## src/hw/rtl/byte_run_length_encoder_defines.svh

```systemverilog
// ----------------------------------------------------------------------------
// Byte run-length encoder assertion macros
// Shared concurrent assertion shorthands; the enclosing module must have
// clk_i and rst_ni.
// ----------------------------------------------------------------------------
`ifndef BYTE_RUN_LENGTH_ENCODER_DEFINES_SVH
`define BYTE_RUN_LENGTH_ENCODER_DEFINES_SVH

// Check a property on every rising clock edge outside reset.
`define BRLE_ASSERT(lbl, prop, msg) \
  lbl: assert property (@(posedge clk_i) disable iff (!rst_ni) (prop)) else $error(msg);

// Check that an expression is never true outside reset.
`define BRLE_ASSERT_NEVER(lbl, expr, msg) \
  `BRLE_ASSERT(lbl, !(expr), msg)

`endif

```

## src/hw/rtl/brle_pkg.sv

```systemverilog
// ----------------------------------------------------------------------------
// Byte run-length encoder package
// Request and result types and constants shared by the encoder modules.
// ----------------------------------------------------------------------------
package brle_pkg;

  // Longest run one pair can carry.
  localparam logic [7:0] RUN_MAX = 8'd255;

  // One input byte with its chunk end flag.
  typedef struct packed {
    logic [7:0] pixel_value;
    logic       chunk_end;
  } pixel_req_t;

  // One emitted (count, value) pair.
  typedef struct packed {
    logic [7:0] run_length;
    logic [7:0] run_value;
    logic       chunk_done;
  } run_pair_t;

  // Pairs produced by one request: num is 0, 1 or 2, first goes out first.
  typedef struct packed {
    logic [1:0] num;
    run_pair_t  first;
    run_pair_t  second;
  } pair_push_t;

endpackage

```

## src/hw/rtl/brle_core.sv

```systemverilog
// ----------------------------------------------------------------------------
// Byte run-length encoder run tracker
// Holds the open run and turns one request into zero, one or two pairs.
// ----------------------------------------------------------------------------
module brle_core (
  input  logic                clk_i,
  input  logic                rst_ni,
  input  logic                en_i,
  input  brle_pkg::pixel_req_t req_i,
  output brle_pkg::pair_push_t push_o
);
  import brle_pkg::*;

  logic       run_open_q, run_open_d;
  logic [7:0] held_value_q, held_value_d;
  logic [7:0] held_count_q, held_count_d;
  logic       brk;
  logic [7:0] new_count;
  run_pair_t  broken_pair;
  run_pair_t  final_pair;

  // Break the run on a different byte or a full run.
  assign brk = run_open_q &&
               !((req_i.pixel_value == held_value_q) && (held_count_q != RUN_MAX));

  assign new_count = (!run_open_q || brk) ? 8'd1 : held_count_q + 8'd1;

  always_comb begin
    broken_pair.run_length = held_count_q;
    broken_pair.run_value  = held_value_q;
    broken_pair.chunk_done = 1'b0;
    final_pair.run_length  = new_count;
    final_pair.run_value   = req_i.pixel_value;
    final_pair.chunk_done  = 1'b1;
  end

  always_comb begin
    push_o.first  = brk ? broken_pair : final_pair;
    push_o.second = final_pair;
    push_o.num    = en_i ? ({1'b0, brk} + {1'b0, req_i.chunk_end}) : 2'd0;
  end

  always_comb begin
    run_open_d   = run_open_q;
    held_value_d = held_value_q;
    held_count_d = held_count_q;
    if (en_i) begin
      run_open_d   = !req_i.chunk_end;
      held_value_d = req_i.pixel_value;
      held_count_d = new_count;
    end
  end

  always_ff @(posedge clk_i or negedge rst_ni) begin
    if (!rst_ni) begin
      run_open_q   <= 1'b0;
      held_value_q <= 8'd0;
      held_count_q <= 8'd0;
    end else begin
      run_open_q   <= run_open_d;
      held_value_q <= held_value_d;
      held_count_q <= held_count_d;
    end
  end

endmodule

```

## src/hw/rtl/brle_out_fifo.sv

```systemverilog
// ----------------------------------------------------------------------------
// Byte run-length encoder result queue
// Four-entry pair queue: takes up to two pairs per cycle, hands out one.
// ----------------------------------------------------------------------------
`include "byte_run_length_encoder_defines.svh"

module brle_out_fifo (
  input  logic                 clk_i,
  input  logic                 rst_ni,
  input  brle_pkg::pair_push_t push_i,
  output logic                 room_o,
  output logic                 out_valid_o,
  input  logic                 out_ready_i,
  output brle_pkg::run_pair_t  out_pair_o
);
  import brle_pkg::*;

  localparam int unsigned Depth = 4;
  localparam int unsigned AddrW = $clog2(Depth);
  localparam int unsigned CntW  = $clog2(Depth + 1);

  run_pair_t              slot_q [Depth];
  logic [AddrW-1:0]       wr_ptr_q, wr_ptr_d;
  logic [AddrW-1:0]       rd_ptr_q, rd_ptr_d;
  logic [CntW-1:0]        count_q, count_d;
  logic [AddrW-1:0]       wr_next;
  logic                   pop;

  assign pop         = out_valid_o && out_ready_i;
  assign out_valid_o = (count_q != '0);
  assign out_pair_o  = slot_q[rd_ptr_q];
  // Room for a worst-case request of two pairs.
  assign room_o      = (count_q <= CntW'(Depth - 2));
  assign wr_next     = wr_ptr_q + AddrW'(1);

  always_comb begin
    wr_ptr_d = wr_ptr_q + AddrW'(push_i.num);
    rd_ptr_d = rd_ptr_q + AddrW'(pop);
    count_d  = count_q + CntW'(push_i.num) - CntW'(pop);
  end

  always_ff @(posedge clk_i or negedge rst_ni) begin
    if (!rst_ni) begin
      wr_ptr_q <= '0;
      rd_ptr_q <= '0;
      count_q  <= '0;
    end else begin
      wr_ptr_q <= wr_ptr_d;
      rd_ptr_q <= rd_ptr_d;
      count_q  <= count_d;
    end
  end

  always_ff @(posedge clk_i) begin
    if (push_i.num != 2'd0) begin
      slot_q[wr_ptr_q] <= push_i.first;
    end
    if (push_i.num == 2'd2) begin
      slot_q[wr_next] <= push_i.second;
    end
  end

  `BRLE_ASSERT(a_count_bound, count_q <= CntW'(Depth), "pair queue overflow")
  `BRLE_ASSERT_NEVER(a_num_legal, push_i.num == 2'd3, "more than two pairs per request")
  `BRLE_ASSERT(a_count_track, count_q == $past(count_d), "pair queue count lost track")
  `BRLE_ASSERT_NEVER(a_push_room, (push_i.num == 2'd2) && !room_o, "two pairs without room")

endmodule

```

## src/hw/rtl/byte_run_length_encoder.sv

```systemverilog
// ----------------------------------------------------------------------------
// Byte run-length encoder
// Turns a byte stream with chunk end marks into (run length, value) pairs.
// ----------------------------------------------------------------------------
//
//   channel | direction | handshake              | payload
//   --------+-----------+------------------------+-----------------------------
//   in      | input     | in_valid_i/in_ready_o  | in_req_i  (pixel, chunk end)
//   out     | output    | out_valid_o/out_ready_i| out_pair_o (length, value, done)
//
// One request per cycle is accepted into an input register while that register
// is empty or drains; once the queue has room, the run tracker folds it into
// the open run and pushes 0, 1 or 2 pairs into a four-entry result queue.
// The input register drains only while the queue has room for two pairs, as
// a chunk end that breaks a run pushes two; input stalls only when the
// output side is held off.
// Reset closes any open run and empties the input register and the queue.
// ----------------------------------------------------------------------------
module byte_run_length_encoder (
  input  logic                  clk_i,
  input  logic                  rst_ni,
  input  logic                  in_valid_i,
  output logic                  in_ready_o,
  input  brle_pkg::pixel_req_t  in_req_i,
  output logic                  out_valid_o,
  input  logic                  out_ready_i,
  output brle_pkg::run_pair_t   out_pair_o
);
  import brle_pkg::*;

  logic       stage_valid_q, stage_valid_d;
  pixel_req_t stage_req_q;
  logic       room;
  logic       drain;
  pair_push_t push;

  // Advance the staged request when the queue can take its worst case.
  assign drain      = stage_valid_q && room;
  // Take a new request when the stage is empty or empties this cycle.
  assign in_ready_o = !stage_valid_q || room;

  always_comb begin
    stage_valid_d = stage_valid_q;
    if (in_ready_o) begin
      stage_valid_d = in_valid_i;
    end
  end

  always_ff @(posedge clk_i or negedge rst_ni) begin
    if (!rst_ni) begin
      stage_valid_q <= 1'b0;
    end else begin
      stage_valid_q <= stage_valid_d;
    end
  end

  // Hold the payload unless a new request is taken.
  always_ff @(posedge clk_i) begin
    if (in_valid_i && in_ready_o) begin
      stage_req_q <= in_req_i;
    end
  end

  brle_core u_core (
    .clk_i  (clk_i),
    .rst_ni (rst_ni),
    .en_i   (drain),
    .req_i  (stage_req_q),
    .push_o (push)
  );

  brle_out_fifo u_out_fifo (
    .clk_i       (clk_i),
    .rst_ni      (rst_ni),
    .push_i      (push),
    .room_o      (room),
    .out_valid_o (out_valid_o),
    .out_ready_i (out_ready_i),
    .out_pair_o  (out_pair_o)
  );

endmodule

```

## config.mk

```make
export PLATFORM = sky130hd
export DESIGN_NAME = byte_run_length_encoder
export DESIGN_NICKNAME = d
export VERILOG_FILES = /design/src/hw/rtl/brle_pkg.sv /design/src/hw/rtl/brle_core.sv /design/src/hw/rtl/brle_out_fifo.sv /design/src/hw/rtl/byte_run_length_encoder.sv
export VERILOG_INCLUDE_DIRS = /design/src /design/src/hw/rtl
export SDC_FILE = /design/constraint.sdc
export NUM_CORES = 1
export LEC_CHECK = 0
export ABC_CLOCK_PERIOD_IN_PS = 5050
export BUFFER_PORTS_ARGS = -buffer_cell sky130_fd_sc_hd__buf_2
export CAP_MARGIN = 40
export CORE_ASPECT_RATIO = 0.8
export CORE_MARGIN = 3
export CORE_UTILIZATION = 55
export CTS_CLUSTER_SIZE = 12
export DETAILED_ROUTE_END_ITERATION = 6
export PLACE_DENSITY_LB_ADDON = 0.15
export SYNTH_ARGS = -nofsm -noshare
export SYNTH_HDL_FRONTEND = slang
export SYNTH_SLANG_ARGS = --single-unit
```

## constraint.sdc

```tcl
create_clock -name clk_i -period 5.05 [get_ports clk_i]
set_input_delay 1.01 -clock clk_i [delete_from_list [all_inputs] [get_ports clk_i]]
set_output_delay 1.01 -clock clk_i [all_outputs]
set_load 0.005 [all_outputs]
```

---- Yosys cells after proc, flatten, opt, wreduce, memory -nomap -nowiden ----
Memories as Yosys holds them, arrays and structs flattened.
Index checks and enable logic that the tools add are counted.
storage, ports and cells
  logic and storage cells ................. 41
  bits in writable memories ............... 68
  bits of input ports ..................... 13
  memories ................................ 1
  output and inout port bits .............. 19
  register bits after elaboration ......... 34
cells by class
  muxes and demuxes ....................... 7
  reductions and logical operators ........ 13
  add/sub/neg operators ................... 7
  eq/ne operators ......................... 3
  magnitude comparators ................... 1
memories
  memory             words  bits a word  read ports  clocked after memory_dff  wr ports  line                 text
  u_out_fifo.slot_q  4      17           1           0                         2         brle_out_fifo.sv:22  run_pair_t slot_q [Depth];
operators by type and width
  kind                                                                    number
  17-bit 2-to-1 mux                                                       1
  8-bit by 1-bit adder with 8-bit output (second input constant)          1
  8-bit equality test                                                     1
  8-bit 2-to-1 mux                                                        1
  8-bit != test (second input constant)                                   1
  1-bit logical AND                                                       5
  1-bit logical NOT                                                       4
  1-bit 2-to-1 mux                                                        4
  3-bit by 2-bit adder with 3-bit output                                  1
  3-bit by 2-bit <= comparator with 1-bit output (second input constant)  1
  3-bit nonzero test                                                      1
  3-bit by 1-bit subtractor with 3-bit output                             1
  1-bit by 1-bit adder with 2-bit output                                  1
  2-bit by 1-bit adder with 2-bit output                                  1
  2-bit by 1-bit adder with 2-bit output (second input constant)          1
  2-bit adder                                                             1
  2-bit equality test (second input constant)                             1
  1-bit logical OR                                                        2
  2-bit 2-to-1 mux                                                        1
  2-bit nonzero test                                                      1

---- Logic depth before layout (Yosys ltp) ----
Gate-level depths: netlist of run 1.
  word-level depth ........................ 9
  gate-level depth with buffers ........... 12
  gate-level depth less buffers ........... 11

---- Hierarchy ----
A second synthesis of run 1 with hierarchy kept.
second synthesis, totals
  cells, all modules ...................... 369
  area, all modules ....................... 5,475.3 um^2
by module, submodules not included
  module                   area each (um^2)  seq. area each (um^2)  times used  cells each
  brle_out_fifo            3,791.1           2,217.1                1           206
  brle_core                1,353.8           425.4                  1           149
  byte_run_length_encoder  330.3             295.3                  1           14

---- Worst setup path after synthesis of run 1 ----
OpenSTA, ideal clock, no wires.
  path type ............................... reg2reg
  from .................................... register u_core.held_count_q[1]
  to ...................................... memory u_out_fifo.slot_q[0][11] (netlist bit), data pin
  data required time ...................... 4.783 ns
  stages on the path, launching flop included .. 13
  arrival time ............................ 3.114 ns
  setup time .............................. 0.267 ns
  setup slack ............................. 1.670 ns
  clock period less this slack ............ 3.380 ns
  buffers on the path ..................... 1
  cell sequence ........................... dfrtp_1 -> ha_1 -> inv_1 -> or3_1 -> buf_2 -> a31oi_4 -> ha_1 -> o21bai_1 -> mux2i_1 -> nand2_1 -> clkinv_1 -> o2111ai_1 -> o21ai_0
RTL lines
  element                 line                 text
  start, declared         brle_core.sv:16      logic [7:0] held_count_q, held_count_d;
  start signal, assigned  brle_core.sv:62      held_count_q <= held_count_d;
  end, declared           brle_out_fifo.sv:22

==> flow_summary.ini, run 1 <==
[critical_path]
critPathRequiredTime_ns = 5.13
slowest_stage = or3_1
end_kind = flop
path_cells = ha_1 -> inv_1 -> or3_1 -> a31oi_4 -> ha_1 -> o21bai_1 -> mux2i_1 -> nand2_1 -> clkinv_1 -> buf_4 -> nand3_1 -> o22ai_1
startpoint_type = flop
critical_path.most_common_cell = ha_1
arrival_ns = 3.98
crit_type = flop to flop
critPathMaxStageDelay_ns = 0.53
cp_max_fo = 16

[sta]
setup_viol = 0
timing.fmax_mhz = 256
hold_violations = 0
relSlewSlack_pct = 41.5
period_needed_ns = 3.90
holdWs_ns = 0.468
finalCritPeriodShare_pct = 77.3
finClkSkew_ns = 0.00684
slew_viol_final = 0
grt_setup_unrepaired = false
tns_ns = 0
worstMarginPinSlew_ns = 0.877

[place]
place_hpwl_um = 8350
portBuffers = 31
gp_congestion = 0.905

[synthesis]
ys_async_sr_fraction_pct = 24.5
yosysWarnings = 0
yosysTopAreaCell = edfxtp_1
synth_cell_types = 53
seq_area_frac_synth_pct = 56.3
synth-edff-count = 73
yosys-top-cells-area = edfxtp_1 43%, dfrtp_1 12%, mux4_2 7.4%, a22o_1 5.4%, nand2_1 3.9%
syn_nets = 443
ys_ff_latch = 102
postSynthAreaPerCell_um2 = 12.2
syn_area_um2 = 5140
synth_ff_type = edfxtp_1
synth_top_area_share_pct = 42.6
synth_cells = 422

[finish]
filler_cell_count = 685
layout-drive-gt1-share_pct = 18.3
final_nets = 474
antenna_cells = 0
multi_input_area_um2 = 2090
final_common_cell = edfxtp_1
regArea_um2 = 2900
layout_common_cells = 73 x edfxtp_1, 54 x nand2_1, 32 x a22o_1
syn_to_final_growth_pct = 11.5

[clocking]
cts_buffers = 9
cts_tree = done
clock_latency_ns = 0.35
cts_setup_buffers = 0
h-tree-depth = 3
clock-root-buffer = clkbuf_16
cts.repair.resized = 0
cts_sinks = 102
clk_pin_slew_ns = 0.07
cts_buffer_depth = 2
cts_hold_buf = 0

[floorplan]
core-area_um2 = 8780
ios = 32
die_w_um = 114
dieArea_um2 = 10600
start_util_pct = 58.6
row_count = 30
die_y_um = 92.5

[drt]
avgRoutedWirePerCell_um = 21.3
drt_iter0_markers = 385
vias_per_cell = 6.61
vias = 3766
wl_um = 12100
drc = 0
first_pass_iters = 5
drtAntennaViolNets = 0

[global_routing]
grt_pass1_vias = 3484
grt_max_degree = 26
grt_pass1_wl_um = 19200
grt_util_met1_pct = 37.0
gr-total-overflow = 0
grt_antenna_before_repair = 0
busiest_layer = met1
grtUsageTotal_pct = 24.2
grt.met3_usage_pct = 4.90
grt_util_met2_pct = 34.7

[power]
switchingPower_mw = 1.12
p_leak_nw = 2.15
total_power_mw = 3.02
p_comb_share_pct = 35.8
ir_drop_v = 0.000400
p_clk_share_pct = 21.7
switching_share_pct = 36.9
pwr-share-seq_pct = 42.5
p_int_mw = 1.91
power_density_nw_per_um2 = 527

[worst_hold_path]
min_path_type = flop to flop

[job]
drv_cap = 0

[run_status]
status = finished, final reports clean
through the flow:
stage	cells	worst slack [ns]	utilization, %	cell area (µm²)
2_1_floorplan	422	1.67	-	5140
3_5_place_dp	554	1.21	62.1	5450
4_1_cts	570	1.21	65.3	5730
3_3_place_gp	552	1.38	61.6	5410
5_1_grt	570	0.871	65.3	5730
6_report	570	1.15	65.3	5730
cells in the mapped netlist (8+ instances only):
cell       n
a22o_1    32
nor2_1    15
mux4_2    17
inv_1     13
o21ai_0   12
edfxtp_1  73
clkbuf_1  12
nor3_1    10
dfrtp_1   25
xnor2_1   12
nand3_1   25
nand2_1   54
a21oi_1   13
and2_1     8
layer usage:
metal	share of wire (%)	wire length, µm	vias to the layer above
met5	0	0	-
met4	2.0	238	0
met3	10	1230	21
met2	44	5350	236
met1	44	5300	1822
li1	-	-	1687
cells by family (layout without fill, tap and decap cells):
group | after synthesis | count (layout) | share of synthesized area (%)
simple gates | 144 | 144 | 13.7
flops | 102 | 102 | 56.3
compound gates | 94 | 94 | 13.8
buf+inv | 37 | 73 | 3.09
mux | 20 | 20 | 8.05
xor+xnor | 17 | 17 | 2.89
fa+ha+maj | 8 | 8 | 2.09
flip-flops by register name, summed over array words and instances, names as in the netlist:
register / count
stage_req_q: 9
stage_valid_q: 1
u_core.held_count_q: 8
u_core.held_value_q: 8
u_core.run_open_q: 1
u_out_fifo.count_q: 3
u_out_fifo.rd_ptr_q: 2
u_out_fifo.slot_q: 68
u_out_fifo.wr_ptr_q: 2
worst max-delay path, delay by kind of cell, from the launching register on:
family,cells,cell delay (ns)
flip-flops,1,0.48
AO/OA/AOI/OAI,3,0.79
AND/OR/NAND/NOR,3,0.82
adder cells (fa/ha/maj),2,0.64
buffers and inverters,3,0.77
multiplexers,1,0.11
layout make-up:
class	count	share of cell area [%]
clock buffer	10	3.99
clock inverter	6	0.938
inverter	14	0.917
multi-input combinational	283	36.4
sequential	102	50.5
tap	112	2.44
timing repair buffer	43	4.76
final timing paths:
| kind | startpoint | end | slack [ns] | cells past startpoint |
|---|---|---|---|---|
| worst max-delay path | u_core.held_count_q[1] | u_out_fifo.slot_q[0][15] | 1.15 | 12 |
| worst min-delay path | u_out_fifo.slot_q[1][0] | u_out_fifo.slot_q[1][0] | 0.47 | 2 |
| worst max register to register | u_core.held_count_q[1] | u_out_fifo.slot_q[0][15] | 1.15 | 12 |
| worst min register to register | u_out_fifo.slot_q[1][0] | u_out_fifo.slot_q[1][0] | 0.47 | 2 |
| max in group asynchronous | rst_ni | u_core.held_count_q[2] | 3.96 | 1 |
| min in group asynchronous | rst_ni | u_core.held_value_q[3] | 0.67 | 1 |
power by group through the flow:
| stage | Combinational [mW] | Clock, mW | Sequential (mW) |
|---|---|---|---|
| 2_1_floorplan | 0.752 | 0 | 1.22 |
| 3_3_place_gp | 0.986 | 0 | 1.31 |
| 3_5_place_dp | 1.08 | 0 | 1.30 |
| 4_1_cts | 1.08 | 0.662 | 1.28 |
| 5_1_grt | 1.19 | 0.705 | 1.31 |
| 6_report | 1.08 | 0.656 | 1.29 |
No activity file was read; power rests on OpenSTA's default activity.
==> run 2, diff against run 1 <==
--- a/config.mk
+++ b/config.mk
@@ -6,7 +6,8 @@
 export SDC_FILE = /design/constraint.sdc
 export NUM_CORES = 1
 export LEC_CHECK = 0
-export ABC_CLOCK_PERIOD_IN_PS = 5050
+export ABC_AREA = 1
+export ABC_CLOCK_PERIOD_IN_PS = 3230
 export BUFFER_PORTS_ARGS = -buffer_cell sky130_fd_sc_hd__buf_2
 export CAP_MARGIN = 40
 export CORE_ASPECT_RATIO = 0.8
==> constraint.sdc (replaced) <==
create_clock -name clk_i -period 3.23 [get_ports clk_i]
set_input_delay 0.646 -clock clk_i [delete_from_list [all_inputs] [get_ports clk_i]]
set_output_delay 0.646 -clock clk_i [all_outputs]
set_load 0.005 [all_outputs]
==> flow_summary.ini, run 2 <==
[clocking]
h-tree-depth = 3
clock-root-buffer = clkbuf_16
cts_setup_buffers = 0
cts.repair.resized = 0
clock_latency_ns = 0.35
cts_tree = done
clk_pin_slew_ns = 0.07
cts_sinks = 102
cts_hold_buf = 0
cts_buffers = 9
cts_buffer_depth = 2

[sta]
timing.fmax_mhz = 338
hold_violations = 0
finClkSkew_ns = 0.00899
setup_viol = 0
finalCritPeriodShare_pct = 91.5
relSlewSlack_pct = 48.9
period_needed_ns = 2.96
worstMarginPinSlew_ns = 0.766
tns_ns = 0
grt_setup_unrepaired = false
slew_viol_final = 0
holdWs_ns = 0.302
layout_setup_ws_ns = 0.274

[synthesis]
syn_nets = 668
synth_ff_type = edfxtp_1
seq_area_frac_synth_pct = 51.7
yosys-top-cells-area = edfxtp_1 39%, nand2_1 14%, dfrtp_1 11%, nand3_1 5.5%, o21ai_0 4.5%
yosysWarnings = 0
ys_ff_latch = 102
synth_most_common_cell = nand2_1
synth_top_cells_by_count = 211 x nand2_1, 73 x edfxtp_1, 62 x nand3_1
synth-edff-count = 73
postSynthAreaPerCell_um2 = 8.67
syn_area_um2 = 5610
synth_cell_types = 38
synth_cells = 647
synth_top_area_share_pct = 39.1
yosysTopAreaCell = edfxtp_1
ys_async_sr_fraction_pct = 24.5

[finish]
filler_cell_count = 826
final_nets = 697
largest_reg_flops = 68
final_area_um2 = 6200
regMostFlops = u_out_fifo.slot_q
final_common_cell = nand2_1
syn_to_final_growth_pct = 10.6
layout_common_cells = 211 x nand2_1, 73 x edfxtp_1, 62 x nand3_1
final_cells = 817
multi_input_area_um2 = 2310
largestRegisters = u_out_fifo.slot_q x68, stage_req_q x9
regArea_um2 = 2900
layout-drive-gt1-share_pct = 13.7
antenna_cells = 0

[drt]
wl_um = 14100
first_pass_iters = 5
drtAntennaViolNets = 0
drt_iter0_markers = 526
vias_per_cell = 5.59
avgRoutedWirePerCell_um = 17.3
drc = 0
vias = 4569

[global_routing]
grt_max_degree = 36
grt_pass1_wl_um = 22200
grt_antenna_before_repair = 0
grt_pass1_vias = 4022
grtUsageTotal_pct = 25.9
gr-total-overflow = 0

[critical_path]
arrival_ns = 3.17
startpoint_type = flop
critPathRequiredTime_ns = 3.44
slowest_stage = dfrtp_1
crit_type = flop to flop
cp_max_fo = 14
critPathMaxStageDelay_ns = 0.52
end_kind = flop
path_cells = ha_1 -> nand2_1 -> nor2_4 -> nand4_4 -> nand3_4 -> nand2_8 -> inv_1 -> ha_1 -> inv_1 -> a21oi_1 -> nand2_1 -> inv_1 -> nand3_1 -> nand2_1

[floorplan]
dieArea_um2 = 11500
core-area_um2 = 9770
die_w_um = 119
start_util_pct = 57.4
ios = 32
row_count = 32
die_y_um = 96.3

[place]
portBuffers = 31
placed_cells = 801
place_hpwl_um = 9880
place_area_um2 = 5910
dp_slack_ns = 0.346
gp_congestion = 0.907

[power]
power_density_nw_per_um2 = 830
p_leak_nw = 2.87
ir_drop_v = 0.000674

[job]
drv_cap = 0

[worst_hold_path]
min_path_type = input pin to asynchronous set/reset pin

[run_status]
status = finished, final reports clean
[run 2: changes by cell type after synthesis, sizes merged, moves of 9 or more]
cell / before / now
a22o: 32 / 0
nand2: 54 / 216
nor2: 15 / 58
nand3: 25 / 71
a21oi: 15 / 6
xnor2: 12 / 2
mux4: 17 / 0
inv: 13 / 56
o21ai: 13 / 50
o22ai: 5 / 20
[run 2: area by class of cell]
class / count / area share [%]
Tap cell: 136 / 2.74
Clock buffer: 10 / 3.69
Timing Repair Buffer: 48 / 5.17
Inverter: 57 / 3.45
Sequential cell: 102 / 46.7
Clock inverter: 6 / 1.01
Multi-Input combinational cell: 458 / 37.2
[run 2: worst paths after layout]
kind                                          from                      end  slack [ns]  depth (start not counted)
hold / removal                              rst_ni   u_core.held_value_q[0]        0.30                          1
setup reg to reg            u_core.held_count_q[0]  u_out_fifo.slot_q[1][6]        0.27                         14
hold reg to reg            u_out_fifo.slot_q[2][0]  u_out_fifo.slot_q[2][0]        0.50                          2
setup / recovery            u_core.held_count_q[0]  u_out_fifo.slot_q[1][6]        0.27                         14
max in group asynchronous                   rst_ni   u_core.held_count_q[5]        2.52                          1
min in group clk_i                     in_req_i[7]           stage_req_q[7]        0.47                          1
[run 2: kinds of logic after synthesis]
logic type / count (synthesis) / share of synthesized area [%]
buf+inv: 87 / 7.18
xor+xnor: 7 / 1.09
simple gates: 366 / 30.8
compound gates: 77 / 7.36
flops: 102 / 51.7
fa+ha+maj: 8 / 1.92
[run 2: power by group]
group | leakage (nW) | switching, mW | internal [mW]
registers | 1.07 | 0.206 | 1.74
clock network | 0.138 | 0.485 | 0.599
logic | 1.67 | 1.39 | 0.727
[run 2: worst max-delay path: cells and delay by family, from the launching register on]
| kind | cells | cell delay, ns |
|---|---|---|
| and+or+nand+nor | 8 | 1.05 |
| AOI/OAI and AO/OA | 1 | 0.26 |
| DFF | 1 | 0.52 |
| adders and majority gates | 2 | 0.39 |
| buffers and inverters | 3 | 0.60 |
[run 2: per-stage QoR]
stage               util [%]  power (mW)
global placement        60.4        4.02
global route            63.5        5.51
CTS                     63.5        5.15
finish                  63.5        5.15
detailed placement      60.5        4.08
floorplan                  -        3.39
[run 2: layer usage]
| metal | up-vias | part of all wire (%) | global-route usage, % |
|---|---|---|---|
| met2 | 219 | 42 | 37.1 |
| li1 | 2224 | - | - |
| met5 | - | 0 | 0 |
| met3 | 19 | 9.8 | 5.58 |
| met1 | 2107 | 47 | 39.7 |
| met4 | 0 | 1.1 | 6.85 |
==> run 3, diff against run 2 <==
--- a/config.mk
+++ b/config.mk
@@ -7,7 +7,7 @@
 export NUM_CORES = 1
 export LEC_CHECK = 0
 export ABC_AREA = 1
-export ABC_CLOCK_PERIOD_IN_PS = 3230
+export ABC_CLOCK_PERIOD_IN_PS = 2600
 export BUFFER_PORTS_ARGS = -buffer_cell sky130_fd_sc_hd__buf_2
 export CAP_MARGIN = 40
 export CORE_ASPECT_RATIO = 0.8
==> constraint.sdc (replaced) <==
create_clock -name clk_i -period 2.6 [get_ports clk_i]
set_input_delay 0.52 -clock clk_i [delete_from_list [all_inputs] [get_ports clk_i]]
set_output_delay 0.52 -clock clk_i [all_outputs]
set_load 0.005 [all_outputs]
==> flow_summary.ini, run 3 (synthesis results as in run 2) <==
[power]
switching_share_pct = 41.3
p_comb_share_pct = 45.1
p_leak_nw = 3.01
pwr-share-seq_pct = 35.3
switchingPower_mw = 2.76
ir_drop_v = 0.000752
power_density_nw_per_um2 = 1020
p_int_mw = 3.93
p_clk_share_pct = 19.6

[global_routing]
grt_max_degree = 36
grt_antenna_before_repair = 0
grt_pass1_vias = 4393
grt_pass1_wl_um = 23000
grtUsageTotal_pct = 26.3
gr-total-overflow = 0

[floorplan]
row_count = 32
die_w_um = 119
start_util_pct = 57.4
die_y_um = 96.3
dieArea_um2 = 11500
core-area_um2 = 9770
ios = 32

[finish]
layout-drive-gt1-share_pct = 20.5
largestRegisters = u_out_fifo.slot_q x68, stage_req_q x9
final_cells = 842
final_nets = 722
final_core_util_pct = 67.0
syn_to_final_growth_pct = 16.8
antenna_cells = 0
regMostFlops = u_out_fifo.slot_q
final_common_cell = nand2_1
layout_common_cells = 201 x nand2_1, 73 x edfxtp_1, 62 x nand3_1
largest_reg_flops = 68

[worst_hold_path]
min_path_type = input pin to asynchronous set/reset pin

[drt]
drtAntennaViolNets = 0
drt_iter0_markers = 561
wl_um = 14700
first_pass_iters = 5
vias_per_cell = 5.62
avgRoutedWirePerCell_um = 17.5
vias = 4729
drc = 0

[sta]
grt_setup_unrepaired = true
worstMarginPinSlew_ns = 0.646
timing.fmax_mhz = 394
relSlewSlack_pct = 56.9
slew_viol_final = 0
period_needed_ns = 2.54
hold_violations = 0
finClkSkew_ns = 0.0119
finalCritPeriodShare_pct = 97.7
setup_viol = 0

[clocking]
h-tree-depth = 3
clock_latency_ns = 0.36
clk_pin_slew_ns = 0.08
cts_buffers = 9
cts_buffer_depth = 2
cts_tree = done
cts_hold_buf = 0
clock-root-buffer = clkbuf_16
cts_sinks = 102

[critical_path]
critical_path.most_common_cell = nand2_1
crit_type = flop to flop
end_kind = flop
regToRegStartpoint = stage_req_q[5]
arrival_ns = 2.76
r2r_slack_ns = 0.06
slowest_stage = edfxtp_1
path_buf_inv = 5
rr_worst_depth = 16
startpoint_type = flop
path_delay_family = simple AND/OR/NAND/NOR gates
reg2reg_to = u_out_fifo.slot_q[0][1]
critPathMaxStageDelay_ns = 0.42
path_cells = inv_1 -> nand2_1 -> nand2_1 -> nand2_1 -> nor2_2 -> nand3_4 -> nand2_8 -> inv_4 -> ha_4 -> inv_2 -> a21oi_2 -> nand2_1 -> inv_1 -> buf_12 -> nand3_1 -> nand2_1
cp_max_fo = 14
critPathRequiredTime_ns = 2.81

[run_status]
status = finished, final reports clean

[place]
portBuffers = 31
gp_congestion = 1.01
placed_cells = 820
place_hpwl_um = 10000

[job]
drv_cap = 0
[run 3: final cells by class]
type	count	area [µm²]
clock buffers	11	253
clock inverters	5	43.8
fillers	794	3220
inverters	57	224
multi-input cells	459	2450
flip-flops and latches	102	2900
well taps	136	170
repair buffers	72	513
[run 3: worst max-delay path by stage]
stage | slack (ns) | endpoint | depth (start not counted) | from
final | 0.06 | u_out_fifo.slot_q[0][1] | 16 | stage_req_q[5]
after global routing | -0.08 | u_out_fifo.slot_q[0][5] | 16 | stage_req_q[2]
after CTS | 0.01 | u_out_fifo.slot_q[0][9] | 15 | stage_req_q[2]
after detailed placement | 0.02 | u_out_fifo.slot_q[1][15] | 15 | stage_req_q[5]
after global placement | 0.06 | u_out_fifo.slot_q[1][15] | 15 | stage_req_q[6]
after floorplan | -0.06 | u_out_fifo.count_q[2] | 15 | u_core.held_count_q[0]
[run 3: routing by layer]
layer / share of wire [%] / up-vias / track usage, %
li1: - / 2271 / -
met1: 41 / 2144 / 36.4
met2: 44 / 290 / 39.5
met3: 13 / 24 / 9.40
met4: 1.9 / 0 / 7.43
met5: 0 / - / 0
[run 3: what timing repair did]
action                                  CTS  global route
buffers inserted                          0             5
endpoints found under the setup margin    1           126
pin swaps                                 0             1
gates resized for setup                   1            13
cloned                                    0             1
[run 3: power by group through the flow]
stage	clock network, mW	logic (mW)	registers, mW
after floorplan	0	1.93	2.35
after global placement	0	2.82	2.37
after detailed placement	0	2.93	2.39
after CTS	1.32	2.95	2.36
after global routing	1.40	3.33	2.40
final	1.31	3.02	2.36
[run 3: through the flow]
stage | total power, mW | area, µm² | setup TNS [ns] | hold slack (ns) | setup WS (ns)
2_1_floorplan | 4.28 | 5690 | -0.139 | 0.224 | -0.0557
3_5_place_dp | 5.32 | 6150 | 0 | 0.461 | 0.0180
5_1_grt | 7.12 | 6550 | -1.40 | 0.202 | -0.0812
4_1_cts | 6.63 | 6450 | 0 | 0.187 | 0.0146
6_report | 6.70 | 6550 | 0 | 0.164 | 0.0588
3_3_place_gp | 5.20 | 6150 | 0 | 0.461 | 0.0637
